**config.mk**
```make
export PLATFORM = sky130hd
export DESIGN_NAME = chs_mod_unit
export DESIGN_NICKNAME = d
export VERILOG_FILES = /design/src/hdl/chs_pkg.sv /design/src/hdl/chs_mod_unit.sv
export SDC_FILE = /design/constraint.sdc
export NUM_CORES = 1
export LEC_CHECK = 0
export BUFFER_PORTS_ARGS = -buffer_cell sky130_fd_sc_hd__buf_2
export CORE_ASPECT_RATIO = 1.4
export CORE_MARGIN = 4
export CORE_UTILIZATION = 40
export CTS_CLUSTER_DIAMETER = 150
export DETAILED_ROUTE_END_ITERATION = 6
export PLACE_DENSITY = 0.61
export SYNTH_ARGS = -nofsm -noshare
export SYNTH_HDL_FRONTEND = slang
export SYNTH_SLANG_ARGS = --single-unit
```
**constraint.sdc**
```tcl
create_clock -name clk -period 11 [get_ports clk]
set_clock_uncertainty 0.15 [all_clocks]
set_input_delay 2.75 -clock clk [delete_from_list [all_inputs] [get_ports clk]]
set_output_delay 2.75 -clock clk [all_outputs]
set_load 0.005 [all_outputs]
```
**src/hdl/chs_pkg.sv**
```systemverilog
`default_nettype none
// ----------------------------------------------------------------------------
// chs_pkg
// Types, sizes and codes shared by the chained hash set and its units.
// ----------------------------------------------------------------------------
package chs_pkg;

	// Table geometry
	localparam int unsigned BUCKET_COUNT     = 101;
	localparam int unsigned SLOTS_PER_BUCKET = 8;
	localparam int unsigned SLOT_TOTAL       = BUCKET_COUNT * SLOTS_PER_BUCKET;

	// Field and index widths
	localparam int unsigned KEY_W    = 31;
	localparam int unsigned KIND_W   = 2;
	localparam int unsigned STATUS_W = 2;
	localparam int unsigned ADDR_W   = (SLOT_TOTAL > 1) ? $clog2(SLOT_TOTAL) : 1;
	localparam int unsigned BUCKET_W = (BUCKET_COUNT > 1) ? $clog2(BUCKET_COUNT) : 1;
	localparam int unsigned SLOT_W   = (SLOTS_PER_BUCKET > 1) ? $clog2(SLOTS_PER_BUCKET) : 1;
	localparam int unsigned CNT_W    = $clog2(SLOTS_PER_BUCKET + 1);

	// Reciprocal for key / BUCKET_COUNT; the estimate is the quotient or one less
	localparam int unsigned RECIP_SHIFT = 37;
	localparam int unsigned RECIP_W     = RECIP_SHIFT + 1;
	localparam int unsigned PROD_W      = KEY_W + RECIP_W;
	localparam logic [RECIP_W-1:0] RECIP =
		RECIP_W'((64'd1 << RECIP_SHIFT) / BUCKET_COUNT);

	// Request kinds; code three is unused and answers not found
	typedef enum logic [KIND_W-1:0] {
		KIND_INSERT = 2'd0,
		KIND_LOOKUP = 2'd1,
		KIND_DELETE = 2'd2
	} kind_t;

	// Result codes
	typedef enum logic [STATUS_W-1:0] {
		STATUS_OK      = 2'd0,
		STATUS_MISSING = 2'd1,
		STATUS_FULL    = 2'd2
	} status_t;

	// Sequencer states
	typedef enum logic [2:0] {
		ST_CLEAR,
		ST_IDLE,
		ST_HASH,
		ST_SCAN,
		ST_RESP
	} state_t;

	// Modulo unit handshake
	typedef struct packed {
		logic             start;
		logic [KEY_W-1:0] key;
	} mod_req_t;

	typedef struct packed {
		logic                done;
		logic [BUCKET_W-1:0] bucket;
	} mod_rsp_t;

endpackage
`default_nettype wire

```
**src/hdl/chs_mod_unit.sv**
```systemverilog
`default_nettype none
// ----------------------------------------------------------------------------
// chs_mod_unit
// Three-stage bucket hash: key mod BUCKET_COUNT by reciprocal multiply,
// back-multiply and one corrective subtract.
// ----------------------------------------------------------------------------
module chs_mod_unit (
	input  wire logic              clk,
	input  wire logic              arst_n,
	input  wire chs_pkg::mod_req_t req,
	output chs_pkg::mod_rsp_t      rsp
);

	logic                         v_s1, v_s2, v_s3;
	logic [chs_pkg::PROD_W-1:0]   prod_s1;
	logic [chs_pkg::KEY_W-1:0]    key_s1, key_s2;
	logic [chs_pkg::KEY_W-1:0]    qm_s2;
	logic [chs_pkg::KEY_W-1:0]    rem_raw;
	logic [chs_pkg::KEY_W-1:0]    rem_fix;
	logic [chs_pkg::BUCKET_W-1:0] bucket_s3;

	// Stage valids
	always_ff @(posedge clk or negedge arst_n) begin
		if (!arst_n) begin
			v_s1 <= 1'b0;
			v_s2 <= 1'b0;
			v_s3 <= 1'b0;
		end else begin
			v_s1 <= req.start;
			v_s2 <= v_s1;
			v_s3 <= v_s2;
		end
	end

	// Stage 1: key times reciprocal
	always_ff @(posedge clk) begin
		prod_s1 <= chs_pkg::PROD_W'(req.key) * chs_pkg::PROD_W'(chs_pkg::RECIP);
		key_s1  <= req.key;
	end

	// Stage 2: quotient estimate times bucket count
	always_ff @(posedge clk) begin
		qm_s2  <= chs_pkg::KEY_W'(
			prod_s1[chs_pkg::RECIP_SHIFT +: chs_pkg::KEY_W] *
			chs_pkg::KEY_W'(chs_pkg::BUCKET_COUNT));
		key_s2 <= key_s1;
	end

	// Stage 3: remainder below twice the count, one correction
	assign rem_raw = key_s2 - qm_s2;
	assign rem_fix = (rem_raw >= chs_pkg::KEY_W'(chs_pkg::BUCKET_COUNT)) ?
		rem_raw - chs_pkg::KEY_W'(chs_pkg::BUCKET_COUNT) : rem_raw;

	always_ff @(posedge clk) begin
		bucket_s3 <= chs_pkg::BUCKET_W'(rem_fix);
	end

	assign rsp.done   = v_s3;
	assign rsp.bucket = bucket_s3;

	// Checks
	a_rem_bound: assert property (@(posedge clk) disable iff (!arst_n)
		v_s2 |-> rem_raw < chs_pkg::KEY_W'(2 * chs_pkg::BUCKET_COUNT))
		else $error("hash remainder estimate out of range");

	a_bucket_range: assert property (@(posedge clk) disable iff (!arst_n)
		v_s3 |-> 32'(bucket_s3) < chs_pkg::BUCKET_COUNT)
		else $error("bucket index out of range");

	a_done_follows_start: assert property (@(posedge clk) disable iff (!arst_n)
		req.start |-> ##3 rsp.done)
		else $error("hash result missing three cycles after start");

endmodule
`default_nettype wire

```
==> summary.md <==
| Metric | Value |
|---|---|
| Initial core utilization | 40.38% |
| Synth top area share | 32.14% |
| Slew @ Worst Pin | 771.1 ps |
| Root buffer cell | clkbuf_16 |
| Top sig layer | met5 |
| Routed Antenna Nets | 0 |
| Postcts setup bufs | 0 |
| Netlist Area Pre-Place | 23,170 sq um |
| Clock net sink count | 128 |
| Final slew viol count | 0 |
| Post_cts resized | 0 |
| Number of flops mapped to enable cells by yosys | 0 |
| Synth warn | 0 |
| Final WL | 60,980 microns |
| Cell variety after synth | 72 |
| Ports | 42 |
| Vias | 15,746 |
| Cts hold-fix bufs | 0 |
| Synthesized Nets | 3,276 |
| Aggregate global routing overflow | 0 |
| H-tree levels | 4 |
| Nets | 3,342 |
| Worst setup SP type | input pin |
| Die area | 61,890 sq um |
| Initial antenna violation count | 6 |
| Gr usage total | 20.39% |
| Period utilization | 94.05% |
| Fmax | 96.66 MHz |
| Status | complete, no violations |
| Cell taking the most area after synthesis | fa_1 |
| Hold Path Class | register to register |
| Gp weighted congestion | 0.9614 |
| DRC Markers | 0 |
| Final Hold Violating Endpoints | 0 |
| Core ar. | 57,390 sq um |
| DP HPWL | 55,870 microns |
| Layout cell share with drive strength beyond 1 | 4.414% |
| Met1 Wirelength | 22,350 microns |
| CP max FO | 7 |
| Num CTS Buffers | 17 |
| Setup Viol. Count Final | 0 |
| Iter 0 DRT Violations | 701 |
| First-pass GRT wire length | 96,520 microns |
| Port buffer count | 41 |
| Largest net degree at the start of global routing | 17 |
| Die X-Extent | 211.4 microns |
| Gate Count Post-Synth | 2,345 |
| Slowest CP cell | fa_1 |
| Final worst path period need | 10,350 ps |
| Maxcap violations | 0 |
| RSZ-0062 raised after global routing | false |
| Crit-path max cell delay | 570 ps |
| Post-synth top flop | dfxtp_1 |
| Top post-synthesis cells by area | fa_1 (32%), ha_1 (28%), inv_1 (12%) |
| CTS tree | yes |
| Vias per cell | 4.967 |
| Syn_area_per_cell | 9.880 sq um |
| Crit path DAT | 10,500 ps |
| Synth Register Bits | 128 |
| Seq/Total Area, Yosys | 11.12% |
| Number of global-route vias before repair | 17,733 |
| Met2 wire length | 33,190 microns |
| WL/cell | 19.24 microns |
| Crit end category | register |
| Clock tree buffer depth | 2 |
| Pre-antenna DRT Iters | 4 |
| Die Y | 292.8 microns |
| Met3 wire length | 1582 microns |
| FP Rows | 104 |
| CP dominant cell by count | fa_1 |
| Required time worst endpoint | 11,160 ps |
| Worst slew margin | 48.05% |
| Worst skew pair latency | 410 ps |
| Async SR Flop Fraction | 2.344% |
| Crit path kind | input pin to register |
| Reg clk slew, reported paths | 60 ps |
| Final TNS setup | 0 ps |
| Area delta synth->final | 8.035% |
## layout by cell type, fill, tap and decap left out, types with 3 or more instances in the layout
master     instances
a211o_1            3
xor2_1            36
nand4_1           18
nor2b_1           12
bufinv_16          4
fa_1             372
diode_2            4
clkinv_4           4
buf_4             20
nor2_1            47
a221oi_1           6
mux2i_1            9
o21ai_0           31
nor3_1            12
inv_1            712
xnor2_1           53
dfxtp_1          125
o2111ai_1          4
a211oi_1           8
a21oi_1           85
dfrtp_1            3
and3_1            11
o211ai_1           4
a31oi_1            6
nand2_1           65
and2_1             7
o31ai_1            6
nand2b_1          14
o21bai_1           9
clkbuf_16         17
o31a_1             4
o21a_1            20
nand3_1           23
buf_2             41
ha_1             525
a21o_1            51
and4_1             3
## routing by layer
metal  up-vias  GRT usage, %
met5         -             0
met4         2         10.94
met3       138         1.543
met2       309         38.70
met1      7793         22.32
li1       7504             -
## path summary, 6_finish.rpt
| check | cells past startpoint | slack [ps] | end | start |
|---|---|---|---|---|
| min | 0 | 170 | key_s2[20]$_DFF_P_ | key_s1[20]$_DFF_P_ |
| max | 28 | 650 | prod_s1[61]$_DFF_P_ | req[13] |
| min in group asynchronous | 1 | 1960 | v_s1$_DFF_PN0_ | arst_n |
| max reg2reg | 19 | 5780 | qm_s2[29]$_DFF_P_ | prod_s1[39]$_DFF_P_ |
| max in group asynchronous | 1 | 8640 | v_s3$_DFF_PN0_ | arst_n |
| min reg2reg | 0 | 170 | key_s2[20]$_DFF_P_ | key_s1[20]$_DFF_P_ |
## cells in the mapped netlist (14+ instances only)
cell type and n:
ha_1 525, nand2_1 65, nand3_1 23, nor2_1 47
dfxtp_1 125, o21a_1 20, xor2_1 36, fa_1 372
nand2b_1 14, inv_1 712, xnor2_1 53, o21ai_0 31
nand4_1 18, a21o_1 51, a21oi_1 85
## kinds of logic after synthesis
logic type	count (synthesis)	share of synthesized area, %
AO/OA/AOI/OAI	272	7.971
adder cells (fa/ha/maj)	897	60.49
XOR/XNOR	90	3.435
flip-flops	128	11.12
AND/OR/NAND/NOR	223	4.752
multiplexers	9	0.3888
buffers and inverters	726	11.84
## stage by stage
stage                     cells  cell area [sq um]  worst slack [ps]  utilization (%)  hold WS (ps)
final                      3170              25030             654.5            43.62         174.0
after global routing       3169              25030             315.9            43.62         184.0
after global placement     3134              24380             305.1            42.49         161.0
after floorplan            2345              23170              1287                -         159.6
after CTS                  3166              25020             645.7            43.60         174.8
after detailed placement   3134              24380             235.0            42.49         162.1
## worst max-delay path, delay by kind of cell
family,cells,cell delay [ps]
buf+inv,8,810
xor+xnor,1,120
simple gates,4,1110
compound gates,6,1280
fa+ha+maj,9,4410
## state kept, by name, summed over array words and instances (netlist names)
| name | cells |
|---|---|
| qm_s2 | 31 |
| v_s2 | 1 |
| v_s3 | 1 |
| v_s1 | 1 |
| prod_s1 | 25 |
| key_s1 | 31 |
| bucket_s3 | 7 |
| key_s2 | 31 |
## area by class of cell
class | count | area, sq um
flip-flops and latches | 128 | 2577
multi-input cells | 1491 | 17850
inverters | 712 | 2673
diodes | 4 | 10.01
clock buffers | 20 | 456.7
well taps | 742 | 928.4
repair buffers | 61 | 355.3
fillers | 5494 | 32350
clock inverters | 12 | 181.4
Power is left out: the tool's default activity adds up to more than one toggle a clock period on the data nets, which glitch-free logic cannot reach.
